File: config.mk
export PLATFORM = sky130hd
export DESIGN_NAME = bundle_canonical_block_parser_core
export DESIGN_NICKNAME = d
export VERILOG_FILES = /design/src/rtl/core/bcbp_pkg.sv /design/src/rtl/core/bundle_canonical_block_parser_core.sv /design/src/rtl/core/bcbp_front.sv /design/src/rtl/core/bcbp_back.sv
export SDC_FILE = /design/constraint.sdc
export NUM_CORES = 2
export LEC_CHECK = 0
export ABC_CLOCK_PERIOD_IN_PS = 17550
export BUFFER_PORTS_ARGS = -buffer_cell sky130_fd_sc_hd__clkbuf_2
export CAP_MARGIN = 20
export CORE_UTILIZATION = 60
export CTS_BUF_LIST = sky130_fd_sc_hd__clkbuf_16
export DETAILED_ROUTE_END_ITERATION = 8
export PLACE_DENSITY_LB_ADDON = 0.08
export SYNTH_ARGS = -nofsm -noshare
export SYNTH_HDL_FRONTEND = slang
export SYNTH_SLANG_ARGS = --single-unit
File: constraint.sdc
create_clock -name i_clk -period 17.55 [get_ports i_clk]
set_input_delay 3.51 -clock i_clk [delete_from_list [all_inputs] [get_ports i_clk]]
set_output_delay 3.51 -clock i_clk [all_outputs]
set_load 0.02 [all_outputs]
File: src/rtl/core/bcbp_pkg.sv
`timescale 1ns / 1ps
// Package holding the shared types and constants of the canonical block parser.
package bcbp_pkg;

    localparam int unsigned STATUS_W = 4;
    localparam int unsigned COUNT_W  = 33;

    typedef enum logic [3:0] {
        ST_BUSY         = 4'd0,
        ST_PAYLOAD      = 4'd1,
        ST_OK           = 4'd2,
        ST_ARRAY_HDR    = 4'd3,
        ST_TYPE_ENC     = 4'd4,
        ST_INT_ENC      = 4'd5,
        ST_CRC_TYPE     = 4'd6,
        ST_BSTR_HDR     = 4'd7,
        ST_TRUNCATED    = 4'd8,
        ST_CRC_FIELD    = 4'd9,
        ST_CRC_MISMATCH = 4'd10,
        ST_TOO_LONG     = 4'd11
    } t_status;

    typedef enum logic [13:0] {
        PH_ARRAY     = 14'b00000000000001,
        PH_TYPE_HEAD = 14'b00000000000010,
        PH_TYPE_EXT  = 14'b00000000000100,
        PH_NUM_HEAD  = 14'b00000000001000,
        PH_NUM_EXT   = 14'b00000000010000,
        PH_FLAG_HEAD = 14'b00000000100000,
        PH_FLAG_EXT  = 14'b00000001000000,
        PH_CRC_TYPE  = 14'b00000010000000,
        PH_BSTR_HEAD = 14'b00000100000000,
        PH_BSTR_EXT  = 14'b00001000000000,
        PH_PAYLOAD   = 14'b00010000000000,
        PH_CRC_HEAD  = 14'b00100000000000,
        PH_CRC_VAL   = 14'b01000000000000,
        PH_IDLE      = 14'b10000000000000
    } t_phase;

    localparam logic [2:0]  MT_UINT       = 3'd0;
    localparam logic [2:0]  MT_BSTR       = 3'd2;
    localparam logic [2:0]  MT_ARRAY      = 3'd4;
    localparam logic [4:0]  AI_ONE_BYTE   = 5'd24;
    localparam logic [4:0]  AI_MAX        = 5'd27;
    localparam logic [7:0]  CRC_NONE      = 8'd0;
    localparam logic [7:0]  CRC_X25       = 8'd1;
    localparam logic [7:0]  CRC_32C       = 8'd2;
    localparam logic [7:0]  CRC16_HEAD    = 8'h42;
    localparam logic [7:0]  CRC32_HEAD    = 8'h44;
    localparam logic [15:0] CRC16_POLY    = 16'h8408;
    localparam logic [31:0] CRC32_POLY    = 32'h82F63B78;

    // One classified input byte as passed from the front to the back.
    typedef struct packed {
        logic [7:0] data;
        logic       start;
        logic       last;
    } t_item;

    function automatic logic [15:0] crc16_byte(input logic [15:0] c, input logic [7:0] b);
        logic [15:0] r;
        r = c ^ {8'd0, b};
        for (int i = 0; i < 8; i++) begin
            r = r[0] ? ((r >> 1) ^ CRC16_POLY) : (r >> 1);
        end
        return r;
    endfunction

    function automatic logic [31:0] crc32_byte(input logic [31:0] c, input logic [7:0] b);
        logic [31:0] r;
        r = c ^ {24'd0, b};
        for (int i = 0; i < 8; i++) begin
            r = r[0] ? ((r >> 1) ^ CRC32_POLY) : (r >> 1);
        end
        return r;
    endfunction

endpackage

File: src/rtl/core/bundle_canonical_block_parser_core.sv
`timescale 1ns / 1ps
// Canonical block parser: how to use it.
// Input channel: push a byte with block_start and buffer_last while full is low.
// Every byte accepted gives exactly one result item with a status, the byte
// when it is payload, and the block fields decoded so far.
// Result channel: a result is on the output ports while empty is low and is
// taken when pop is high. A byte passes first through the two-entry input
// queue and then through the parser, whose result register feeds the output.
// Throughput is one byte per cycle while results are popped, set by the
// combinational field decoder and bytewise CRC update; the parser advances
// whenever its result register is free or being popped in the same cycle.
// When the receiver stalls, the result register holds, the parser waits, and
// the input queue fills; full then rises after two further bytes.
// The CRC-check skip register is written on its own valid/ready channel; ready is
// always high. Write it only while the block is idle; the block does not check this.
// Reset is synchronous and active low; it empties both queues, restarts the
// parse at the array header and clears the skip register.
module bundle_canonical_block_parser_core import bcbp_pkg::*; #(
    parameter int unsigned LENGTH_BITS = 32
) (
    input  logic        i_clk,
    input  logic        i_rst_n,
    input  logic        push,
    output logic        full,
    input  logic [7:0]  i_data_byte,
    input  logic        i_block_start,
    input  logic        i_buffer_last,
    output logic        empty,
    input  logic        pop,
    output logic [3:0]  o_status,
    output logic [7:0]  o_payload_byte,
    output logic [7:0]  o_block_type,
    output logic [63:0] o_block_number,
    output logic [63:0] o_control_flags,
    output logic [7:0]  o_crc_kind,
    output logic [31:0] o_payload_length,
    output logic [31:0] o_received_crc,
    output logic [32:0] o_bytes_taken,
    input  logic        i_cfg_valid,
    output logic        o_cfg_ready,
    input  logic        i_cfg_skip_crc_check
);

    t_item w_in;
    t_item w_q;
    logic  w_qvalid;
    logic  w_take;
    logic  r_skip;

    assign w_in = '{data: i_data_byte, start: i_block_start, last: i_buffer_last};
    assign o_cfg_ready = 1'b1;

    always_ff @(posedge i_clk) begin
        if (!i_rst_n) begin
            r_skip <= 1'b0;
        end else if (i_cfg_valid) begin
            r_skip <= i_cfg_skip_crc_check;
        end
    end

    bcbp_front u_front (
        .i_clk   (i_clk),
        .i_rst_n (i_rst_n),
        .i_push  (push),
        .o_full  (full),
        .i_item  (w_in),
        .o_valid (w_qvalid),
        .o_item  (w_q),
        .i_take  (w_take)
    );

    bcbp_back #(.LENGTH_BITS(LENGTH_BITS)) u_back (
        .i_clk            (i_clk),
        .i_rst_n          (i_rst_n),
        .i_skip           (r_skip),
        .i_valid          (w_qvalid),
        .i_item           (w_q),
        .o_take           (w_take),
        .o_empty          (empty),
        .i_pop            (pop),
        .o_status         (o_status),
        .o_payload_byte   (o_payload_byte),
        .o_block_type     (o_block_type),
        .o_block_number   (o_block_number),
        .o_control_flags  (o_control_flags),
        .o_crc_kind       (o_crc_kind),
        .o_payload_length (o_payload_length),
        .o_received_crc   (o_received_crc),
        .o_bytes_taken    (o_bytes_taken)
    );

endmodule

File: src/rtl/core/bcbp_front.sv
`timescale 1ns / 1ps
// Input queue: accepts bytes from the push side and holds them for the parser.
module bcbp_front import bcbp_pkg::*; (
    input  logic  i_clk,
    input  logic  i_rst_n,
    input  logic  i_push,
    output logic  o_full,
    input  t_item i_item,
    output logic  o_valid,
    output t_item o_item,
    input  logic  i_take
);

    t_item      r_mem [2];
    logic       r_wp;
    logic       r_rp;
    logic [1:0] r_cnt;
    logic       w_push;
    logic       w_pop;

    assign o_full  = (r_cnt == 2'd2);
    assign o_valid = (r_cnt != 2'd0);
    assign o_item  = r_mem[r_rp];
    assign w_push  = i_push && !o_full;
    assign w_pop   = i_take && o_valid;

    always_ff @(posedge i_clk) begin
        if (w_push) begin
            r_mem[r_wp] <= i_item;
        end
    end

    always_ff @(posedge i_clk) begin
        if (!i_rst_n) begin
            r_wp  <= 1'b0;
            r_rp  <= 1'b0;
            r_cnt <= 2'd0;
        end else begin
            if (w_push) begin
                r_wp <= ~r_wp;
            end
            if (w_pop) begin
                r_rp <= ~r_rp;
            end
            r_cnt <= r_cnt + {1'b0, w_push} - {1'b0, w_pop};
        end
    end

endmodule

File: src/rtl/core/bcbp_back.sv
`timescale 1ns / 1ps
// Parser back end: CBOR field decoding, CRC update and the result register.
module bcbp_back import bcbp_pkg::*; #(
    parameter int unsigned LENGTH_BITS = 32
) (
    input  logic        i_clk,
    input  logic        i_rst_n,
    input  logic        i_skip,
    input  logic        i_valid,
    input  t_item       i_item,
    output logic        o_take,
    output logic        o_empty,
    input  logic        i_pop,
    output logic [3:0]  o_status,
    output logic [7:0]  o_payload_byte,
    output logic [7:0]  o_block_type,
    output logic [63:0] o_block_number,
    output logic [63:0] o_control_flags,
    output logic [7:0]  o_crc_kind,
    output logic [31:0] o_payload_length,
    output logic [31:0] o_received_crc,
    output logic [32:0] o_bytes_taken
);

    t_phase       r_phase, n_phase;
    logic [3:0]   r_fcnt, n_fcnt;
    logic [63:0]  r_acc, n_acc;
    logic [2:0]   r_alen, n_alen;
    logic [7:0]   r_btype, n_btype;
    logic [63:0]  r_bnum, n_bnum;
    logic [63:0]  r_flags, n_flags;
    logic [7:0]   r_ckind, n_ckind;
    logic [LENGTH_BITS-1:0] r_len, n_len;
    logic [LENGTH_BITS-1:0] r_rem, n_rem;
    logic [31:0]  r_rcrc, n_rcrc;
    logic [15:0]  r_c16, n_c16;
    logic [31:0]  r_c32, n_c32;
    logic [COUNT_W-1:0] r_bcnt, n_bcnt;
    logic         r_ovalid;
    t_status      n_st;
    logic         n_pay;

    t_phase       w_ph;
    logic [15:0]  w_c16;
    logic [31:0]  w_c32;
    logic [COUNT_W-1:0] w_bcnt;
    logic [2:0]   w_alen;
    logic [63:0]  w_acc;
    logic [3:0]   w_fcnt;
    logic [7:0]   w_btype, w_ckind;
    logic [63:0]  w_bnum, w_flags;
    logic [LENGTH_BITS-1:0] w_len, w_rem;
    logic [31:0]  w_rcrc;
    logic [7:0]   b;
    logic [4:0]   ai;
    logic [2:0]   mt;
    logic [63:0]  ext;
    logic [31:0]  calc;
    logic         step;
    logic         len_ok;
    logic         go_len;

    assign o_take = i_valid && (!r_ovalid || i_pop);
    assign step   = o_take;
    assign o_empty = !r_ovalid;
    assign b  = i_item.data;
    assign ai = b[4:0];
    assign mt = b[7:5];

    always_comb begin
        // Block start clears the parse state before the byte is applied.
        w_ph    = i_item.start ? PH_ARRAY : r_phase;
        w_c16   = i_item.start ? 16'hFFFF : r_c16;
        w_c32   = i_item.start ? 32'hFFFFFFFF : r_c32;
        w_bcnt  = i_item.start ? '0 : r_bcnt;
        w_alen  = i_item.start ? '0 : r_alen;
        w_acc   = i_item.start ? '0 : r_acc;
        w_fcnt  = i_item.start ? '0 : r_fcnt;
        w_btype = i_item.start ? '0 : r_btype;
        w_bnum  = i_item.start ? '0 : r_bnum;
        w_flags = i_item.start ? '0 : r_flags;
        w_ckind = i_item.start ? '0 : r_ckind;
        w_len   = i_item.start ? '0 : r_len;
        w_rem   = i_item.start ? '0 : r_rem;
        w_rcrc  = i_item.start ? '0 : r_rcrc;

        n_phase = w_ph;  n_c16 = w_c16;  n_c32 = w_c32;  n_bcnt = w_bcnt;
        n_alen = w_alen; n_acc = w_acc;  n_fcnt = w_fcnt; n_btype = w_btype;
        n_bnum = w_bnum; n_flags = w_flags; n_ckind = w_ckind; n_len = w_len;
        n_rem = w_rem;   n_rcrc = w_rcrc;
        n_st = ST_BUSY;
        n_pay = 1'b0;
        ext = {w_acc[55:0], b};
        calc = '0;
        len_ok = 1'b0;
        go_len = 1'b0;

        if (w_ph != PH_IDLE) begin
            n_c16 = crc16_byte(w_c16, (w_ph == PH_CRC_VAL) ? 8'd0 : b);
            n_c32 = crc32_byte(w_c32, (w_ph == PH_CRC_VAL) ? 8'd0 : b);
            calc = (w_ckind == CRC_X25) ? {16'd0, n_c16 ^ 16'hFFFF} : (n_c32 ^ 32'hFFFFFFFF);
            if (w_bcnt != {COUNT_W{1'b1}}) begin
                n_bcnt = w_bcnt + 1'b1;
            end
            unique case (w_ph)
                PH_ARRAY: begin
                    if (mt != MT_ARRAY || (ai != 5'd5 && ai != 5'd6)) begin
                        n_st = ST_ARRAY_HDR;
                    end else begin
                        n_alen = ai[2:0];
                        n_phase = PH_TYPE_HEAD;
                    end
                end
                PH_TYPE_HEAD, PH_NUM_HEAD, PH_FLAG_HEAD, PH_BSTR_HEAD: begin
                    if (mt != ((w_ph == PH_BSTR_HEAD) ? MT_BSTR : MT_UINT)
                        || ai > ((w_ph == PH_TYPE_HEAD) ? AI_ONE_BYTE : AI_MAX)) begin
                        unique case (w_ph)
                            PH_TYPE_HEAD: n_st = ST_TYPE_ENC;
                            PH_BSTR_HEAD: n_st = ST_BSTR_HDR;
                            default:      n_st = ST_INT_ENC;
                        endcase
                    end else if (ai < AI_ONE_BYTE) begin
                        n_acc = {59'd0, ai};
                        n_fcnt = '0;
                        unique case (w_ph)
                            PH_TYPE_HEAD: begin
                                n_btype = {3'd0, ai};
                                n_phase = PH_NUM_HEAD;
                            end
                            PH_NUM_HEAD: begin
                                n_bnum = {59'd0, ai};
                                n_phase = PH_FLAG_HEAD;
                            end
                            PH_FLAG_HEAD: begin
                                n_flags = {59'd0, ai};
                                n_phase = PH_CRC_TYPE;
                            end
                            default: go_len = 1'b1;
                        endcase
                    end else begin
                        n_acc = '0;
                        n_fcnt = 4'd1 << (ai[1:0]);
                        unique case (w_ph)
                            PH_TYPE_HEAD: n_phase = PH_TYPE_EXT;
                            PH_NUM_HEAD:  n_phase = PH_NUM_EXT;
                            PH_FLAG_HEAD: n_phase = PH_FLAG_EXT;
                            default:      n_phase = PH_BSTR_EXT;
                        endcase
                    end
                end
                PH_TYPE_EXT, PH_NUM_EXT, PH_FLAG_EXT, PH_BSTR_EXT, PH_CRC_VAL: begin
                    n_acc = ext;
                    n_fcnt = w_fcnt - 4'd1;
                    if (w_fcnt == 4'd1) begin
                        unique case (w_ph)
                            PH_TYPE_EXT: begin
                                n_btype = b;
                                n_phase = PH_NUM_HEAD;
                            end
                            PH_NUM_EXT: begin
                                n_bnum = ext;
                                n_phase = PH_FLAG_HEAD;
                            end
                            PH_FLAG_EXT: begin
                                n_flags = ext;
                                n_phase = PH_CRC_TYPE;
                            end
                            PH_BSTR_EXT: go_len = 1'b1;
                            default: begin
                                n_rcrc = ext[31:0];
                                n_st = (i_skip || calc == ext[31:0]) ? ST_OK : ST_CRC_MISMATCH;
                            end
                        endcase
                    end
                end
                PH_CRC_TYPE: begin
                    if (b > CRC_32C || ((w_alen == 3'd6) != (b != CRC_NONE))) begin
                        n_st = ST_CRC_TYPE;
                    end else begin
                        n_ckind = b;
                        n_phase = PH_BSTR_HEAD;
                    end
                end
                PH_PAYLOAD: begin
                    n_st = ST_PAYLOAD;
                    n_pay = 1'b1;
                    n_rem = w_rem - 1'b1;
                    if (w_rem == {{(LENGTH_BITS-1){1'b0}}, 1'b1}) begin
                        if (w_ckind == CRC_NONE) begin
                            n_st = ST_OK;
                        end else begin
                            n_phase = PH_CRC_HEAD;
                        end
                    end
                end
                PH_CRC_HEAD: begin
                    if (b != ((w_ckind == CRC_X25) ? CRC16_HEAD : CRC32_HEAD)) begin
                        n_st = ST_CRC_FIELD;
                    end else begin
                        n_acc = '0;
                        n_fcnt = (w_ckind == CRC_X25) ? 4'd2 : 4'd4;
                        n_phase = PH_CRC_VAL;
                    end
                end
                default: begin
                end
            endcase

            if (go_len) begin
                if (LENGTH_BITS < 64) begin
                    len_ok = ((n_acc >> LENGTH_BITS) == 64'd0);
                end else begin
                    len_ok = 1'b1;
                end
                if (!len_ok) begin
                    n_st = ST_TOO_LONG;
                end else begin
                    n_len = n_acc[LENGTH_BITS-1:0];
                    n_rem = n_acc[LENGTH_BITS-1:0];
                    if (n_acc[LENGTH_BITS-1:0] == '0) begin
                        if (w_ckind == CRC_NONE) begin
                            n_st = ST_OK;
                        end else begin
                            n_phase = PH_CRC_HEAD;
                        end
                    end else begin
                        n_phase = PH_PAYLOAD;
                    end
                end
            end

            if (n_st != ST_BUSY && n_st != ST_PAYLOAD) begin
                n_phase = PH_IDLE;
            end else if (i_item.last) begin
                n_st = ST_TRUNCATED;
                n_pay = 1'b0;
                n_phase = PH_IDLE;
            end
        end
    end

    always_ff @(posedge i_clk) begin
        if (!i_rst_n) begin
            r_phase  <= PH_ARRAY;
            r_fcnt   <= '0;
            r_acc    <= '0;
            r_alen   <= '0;
            r_btype  <= '0;
            r_bnum   <= '0;
            r_flags  <= '0;
            r_ckind  <= '0;
            r_len    <= '0;
            r_rem    <= '0;
            r_rcrc   <= '0;
            r_c16    <= 16'hFFFF;
            r_c32    <= 32'hFFFFFFFF;
            r_bcnt   <= '0;
            r_ovalid <= 1'b0;
        end else begin
            if (step) begin
                r_phase <= n_phase;
                r_fcnt  <= n_fcnt;
                r_acc   <= n_acc;
                r_alen  <= n_alen;
                r_btype <= n_btype;
                r_bnum  <= n_bnum;
                r_flags <= n_flags;
                r_ckind <= n_ckind;
                r_len   <= n_len;
                r_rem   <= n_rem;
                r_rcrc  <= n_rcrc;
                r_c16   <= n_c16;
                r_c32   <= n_c32;
                r_bcnt  <= n_bcnt;
            end
            if (step) begin
                r_ovalid <= 1'b1;
            end else if (i_pop) begin
                r_ovalid <= 1'b0;
            end
        end
    end

    always_ff @(posedge i_clk) begin
        if (step) begin
            o_status         <= n_st;
            o_payload_byte   <= n_pay ? b : 8'd0;
            o_block_type     <= n_btype;
            o_block_number   <= n_bnum;
            o_control_flags  <= n_flags;
            o_crc_kind       <= n_ckind;
            o_payload_length <= 32'(n_len);
            o_received_crc   <= n_rcrc;
            o_bytes_taken    <= (n_st == ST_OK || n_st == ST_CRC_MISMATCH) ? n_bcnt : '0;
        end
    end

endmodule

==> impl_metrics.json <==
{
  "outcome": "finished clean",
  "wire_per_inst_um": 24.9,
  "synthAdderAreaFrac_pct": 0.341,
  "ys_seq_area_share_pct": 49.8,
  "grt_max_degree": 210,
  "synth_compound_area_share_pct": 17.1,
  "slew_headroom_pct": 21.3,
  "cts_setup_buffers": 0,
  "cts-root-buf": "clkbuf_16",
  "synth_edf_count": 273,
  "synthCells": 3646,
  "worstRegToRegCells": 16,
  "via_per_inst": 6.61,
  "first_global_vias": 27700,
  "p_per_area_mw_per_mm2": 198,
  "vias": 29900,
  "core_area_mm2": 0.0541,
  "avgSynthCellArea_um2": 9.06,
  "fin_setup_tns_ns": 0,
  "synthArstFlopShare_pct": 0,
  "cts.path.max_buffers": 3,
  "synthFlopType": "dfxtp_1",
  "setup_viol": 0,
  "io_buffers": 270,
  "clock_latency_ns": 0.63,
  "synth_top_family_by_area": "simple AND/OR/NAND/NOR gates",
  "design_area_mm2": 0.0370,
  "rows": 85,
  "die_y_um": 237,
  "finClkSkew_ns": 0.0225,
  "syn_to_final_growth_pct": 11.9,
  "required_ns": 18.08,
  "gr-usage-met1_pct": 52.8,
  "cts_buffers": 72,
  "power_leakage_nw": 13.9,
  "synth-simple-area-share_pct": 19.9,
  "slew_viol_final": 0,
  "wirelength_um": 113000,
  "ys_seq_elements": 686,
  "cts_resized": 0,
  "arrival_ns": 7.40,
  "finalCritPeriodShare_pct": 39.1,
  "yosys_warnings": 0,
  "crit_type": "reg -> reg",
  "critPathMaxFanout": 60,
  "ys_types": 92,
  "hold_depth": 2,
  "worst_setup_path_end_kind": "flip-flop",
  "yosysTopAreaCell": "dfxtp_1",
  "die_x_um": 237,
  "hold_end": "u_back.r_rcrc[20]",
  "tightest_slew_ns": 1.18,
  "clkSinkCount": 686,
  "antenna_found_initial": 1,
  "holdWs_ns": 0.453,
  "drive_above_1_share_pct": 12.9,
  "remaining_drc_errors": 0,
  "place_area_mm2": 0.0347,
  "synth_xor_area_share_pct": 7.58,
  "cts_tree": "yes",
  "min_path_type": "reg -> reg",
  "synth_top_area_share_pct": 25.0,
  "path_cells": "mux2i_4 > buf_4 > buf_4 > nand2_1 > ha_1 > o21ai_1 > nor2_1 > and3_1 > nand3b_1 > o31a_1 > and2_2 > buf_4 > nand2_1 > o21ai_0 > nor2_1 > nor3_1",
  "met3_usage_pct": 8.16,
  "worst_r2r_endpoint": "u_back.r_bnum[9]",
  "first_pass_iters": 7,
  "holdBufCountCts": 0,
  "nets": 3785,
  "finalHoldViolCount": 0,
  "yosys-top-cells-area": "dfxtp_1 (25%), edfxtp_1 (25%), nand2_1 (6.5%)",
  "place.gp.congestion": 0.982,
  "synth.cell_area_mm2": 0.0330,
  "syn_nets": 3671,
  "grt_busiest_layer": "met2",
  "first_iter_violations": 4094,
  "htreeDepth": 3,
  "clkTransAtPathRegs_ns": 0.06,
  "crit_slowest_cell": "dfxtp_2",
  "drv_cap": 0,
  "grt_pass1_wl_um": 168000,
  "met2_usage_pct": 60.4,
  "fill_cells": 4276,
  "max_freq_mhz": 146,
  "ant_nets": 0,
  "synthMuxAreaShare_pct": 1.40,
  "r2r_slack_ns": 10.68,
  "ir_drop_mv": 0.163,
  "crit_path_frequent_cell": "buf_4",
  "slowest_delay_ns": 0.97,
  "startpoint_type": "flip-flop",
  "min-delay-start": "u_back.r_rcrc[20]",
  "hpwl_um": 73200,
  "num_io_pins": 272,
  "start_util_pct": 61.0,
  "rsz0062_at_grt": "no",
  "grt-ovfl-total": 0,
  "grtUsageTotal_pct": 39.3,
  "fin_crit_ns": 6.87,
  "dieArea_mm2": 0.0560
}
## power by group
part	total, mW	internal [mW]	switching [mW]	leakage, nW
combinational	3.47	1.13	2.34	6.67
clock	1.44	0.799	0.644	1.15
sequential	2.39	2.14	0.253	6.10
total	7.30	4.06	3.24	13.9
## synth_stat cells, types with 9 or more instances
cell      instances
nor2_1          473
buf_1            30
a32o_1           63
o21ai_0         171
and2_1           27
nand4_1          25
a311oi_1         12
or4_1             9
and4_1           12
inv_1            32
nand3_1          84
o211a_1          17
edfxtp_1        273
or3_1            25
dfxtp_1         413
xnor3_1          19
a21oi_1         241
a211oi_1         15
nor3_1          134
a22oi_1          47
a22o_1           46
xnor2_1         143
nor4_1           38
o31a_1            9
nand2_1         572
xor2_1           84
o211ai_1         50
mux2_2            9
a31oi_1          31
a32oi_1          35
ha_1              9
mux2i_1          31
o22ai_1          20
nand2b_1         23
and3_1           19
a21o_1           17
buf_2            25
clkbuf_1        233
## flip-flops by register name, summed over array words and instances, names as in the netlist, 16 cells and up, named ones only
register / cells
u_back.o_received_crc: 32
u_back.r_len: 32
u_back.r_c16: 16
u_back.r_bnum: 64
u_back.o_block_number: 64
u_back.o_control_flags: 64
u_back.o_payload_length: 32
u_front.r_mem: 20
u_back.r_rcrc: 32
u_back.r_c32: 32
u_back.r_acc: 64
u_back.r_flags: 64
u_back.r_rem: 32
u_back.o_bytes_taken: 33
u_back.r_bcnt: 33
## stage by stage
step | total power [mW] | cells | utilization [%] | setup slack (ns)
5_1_grt | 7.58 | 4514 | 68.3 | 10.37
3_5_place_dp | 5.78 | 4381 | 64.1 | 10.36
4_1_cts | 7.21 | 4513 | 68.2 | 10.87
2_1_floorplan | 4.80 | 3646 | - | 4.67
3_3_place_gp | 5.70 | 4379 | 64.1 | 10.45
6_report | 7.30 | 4517 | 68.3 | 10.68
## worst max path at each step
stage | start | to | slack [ns] | cells after the start
2_1_floorplan | pop | u_front.r_cnt[1] | 4.67 | 10
3_3_place_gp | i_rst_n | u_back.r_flags[42] | 10.45 | 7
3_5_place_dp | i_rst_n | u_back.r_bnum[43] | 10.36 | 7
4_1_cts | flip-flop | u_back.r_bnum[32] | 10.87 | 16
5_1_grt | flip-flop | u_back.r_bnum[25] | 10.37 | 16
6_report | flip-flop | u_back.r_bnum[9] | 10.68 | 16
## critical path, delay by kind of cell (launching register included)
family | cells | cell delay [ns]
compound gates | 3 | 1.08
flops | 1 | 0.97
simple gates | 8 | 2.40
buf+inv | 3 | 1.66
mux | 1 | 0.34
fa+ha+maj | 1 | 0.23
## per-layer routing
metal | up-vias | part of all wire (%) | wire [um]
met5 | - | 0.012 | 13
met4 | 2 | 5.2 | 5890
met3 | 340 | 10 | 11500
met2 | 1763 | 45 | 50600
met1 | 14500 | 40 | 44700
li1 | 13300 | - | -
## final cells by class
cell class,instances,area (um^2),area share (%)
timing repair buffer,332,1850,5.01
clock buffer,76,1900,5.15
sequential,686,16500,44.6
tap,696,871,2.36
multi-input combinational,2633,15400,41.7
clock inverter,56,299,0.809
antenna,3,7.51,0.0203
inverter,35,146,0.396
## cells in the final DEF, fill, tap and decap left out, types with 31 or more instances in the layout
cell       Yosys  routed
a32oi_1       35      35
a31oi_1       31      31
a32o_1        63      63
buf_4          3      59
o211ai_1      50      50
nor2_1       473     471
xor2_1        84      84
a21oi_1      241     241
edfxtp_1     273     273
nand3_1       84      84
clkbuf_16      0      76
nor3_1       134     133
o21ai_0      171     171
xnor2_1      143     143
dfxtp_1      413     412
nor4_1        38      38
a22oi_1       47      47
clkbuf_2       1     270
inv_1         32      54
nand2_1      572     571
a22o_1        46      46
## cell families after synthesis
logic type	count (synthesis)
muxes	43
DFF	686
adders and majority gates	9
other	1
and+or+nand+nor	1487
xor gates and xnor gates	251
AOI/OAI and AO/OA	842
buffers and inverters	327
Note: power is estimated with default switching activity, not from simulation.
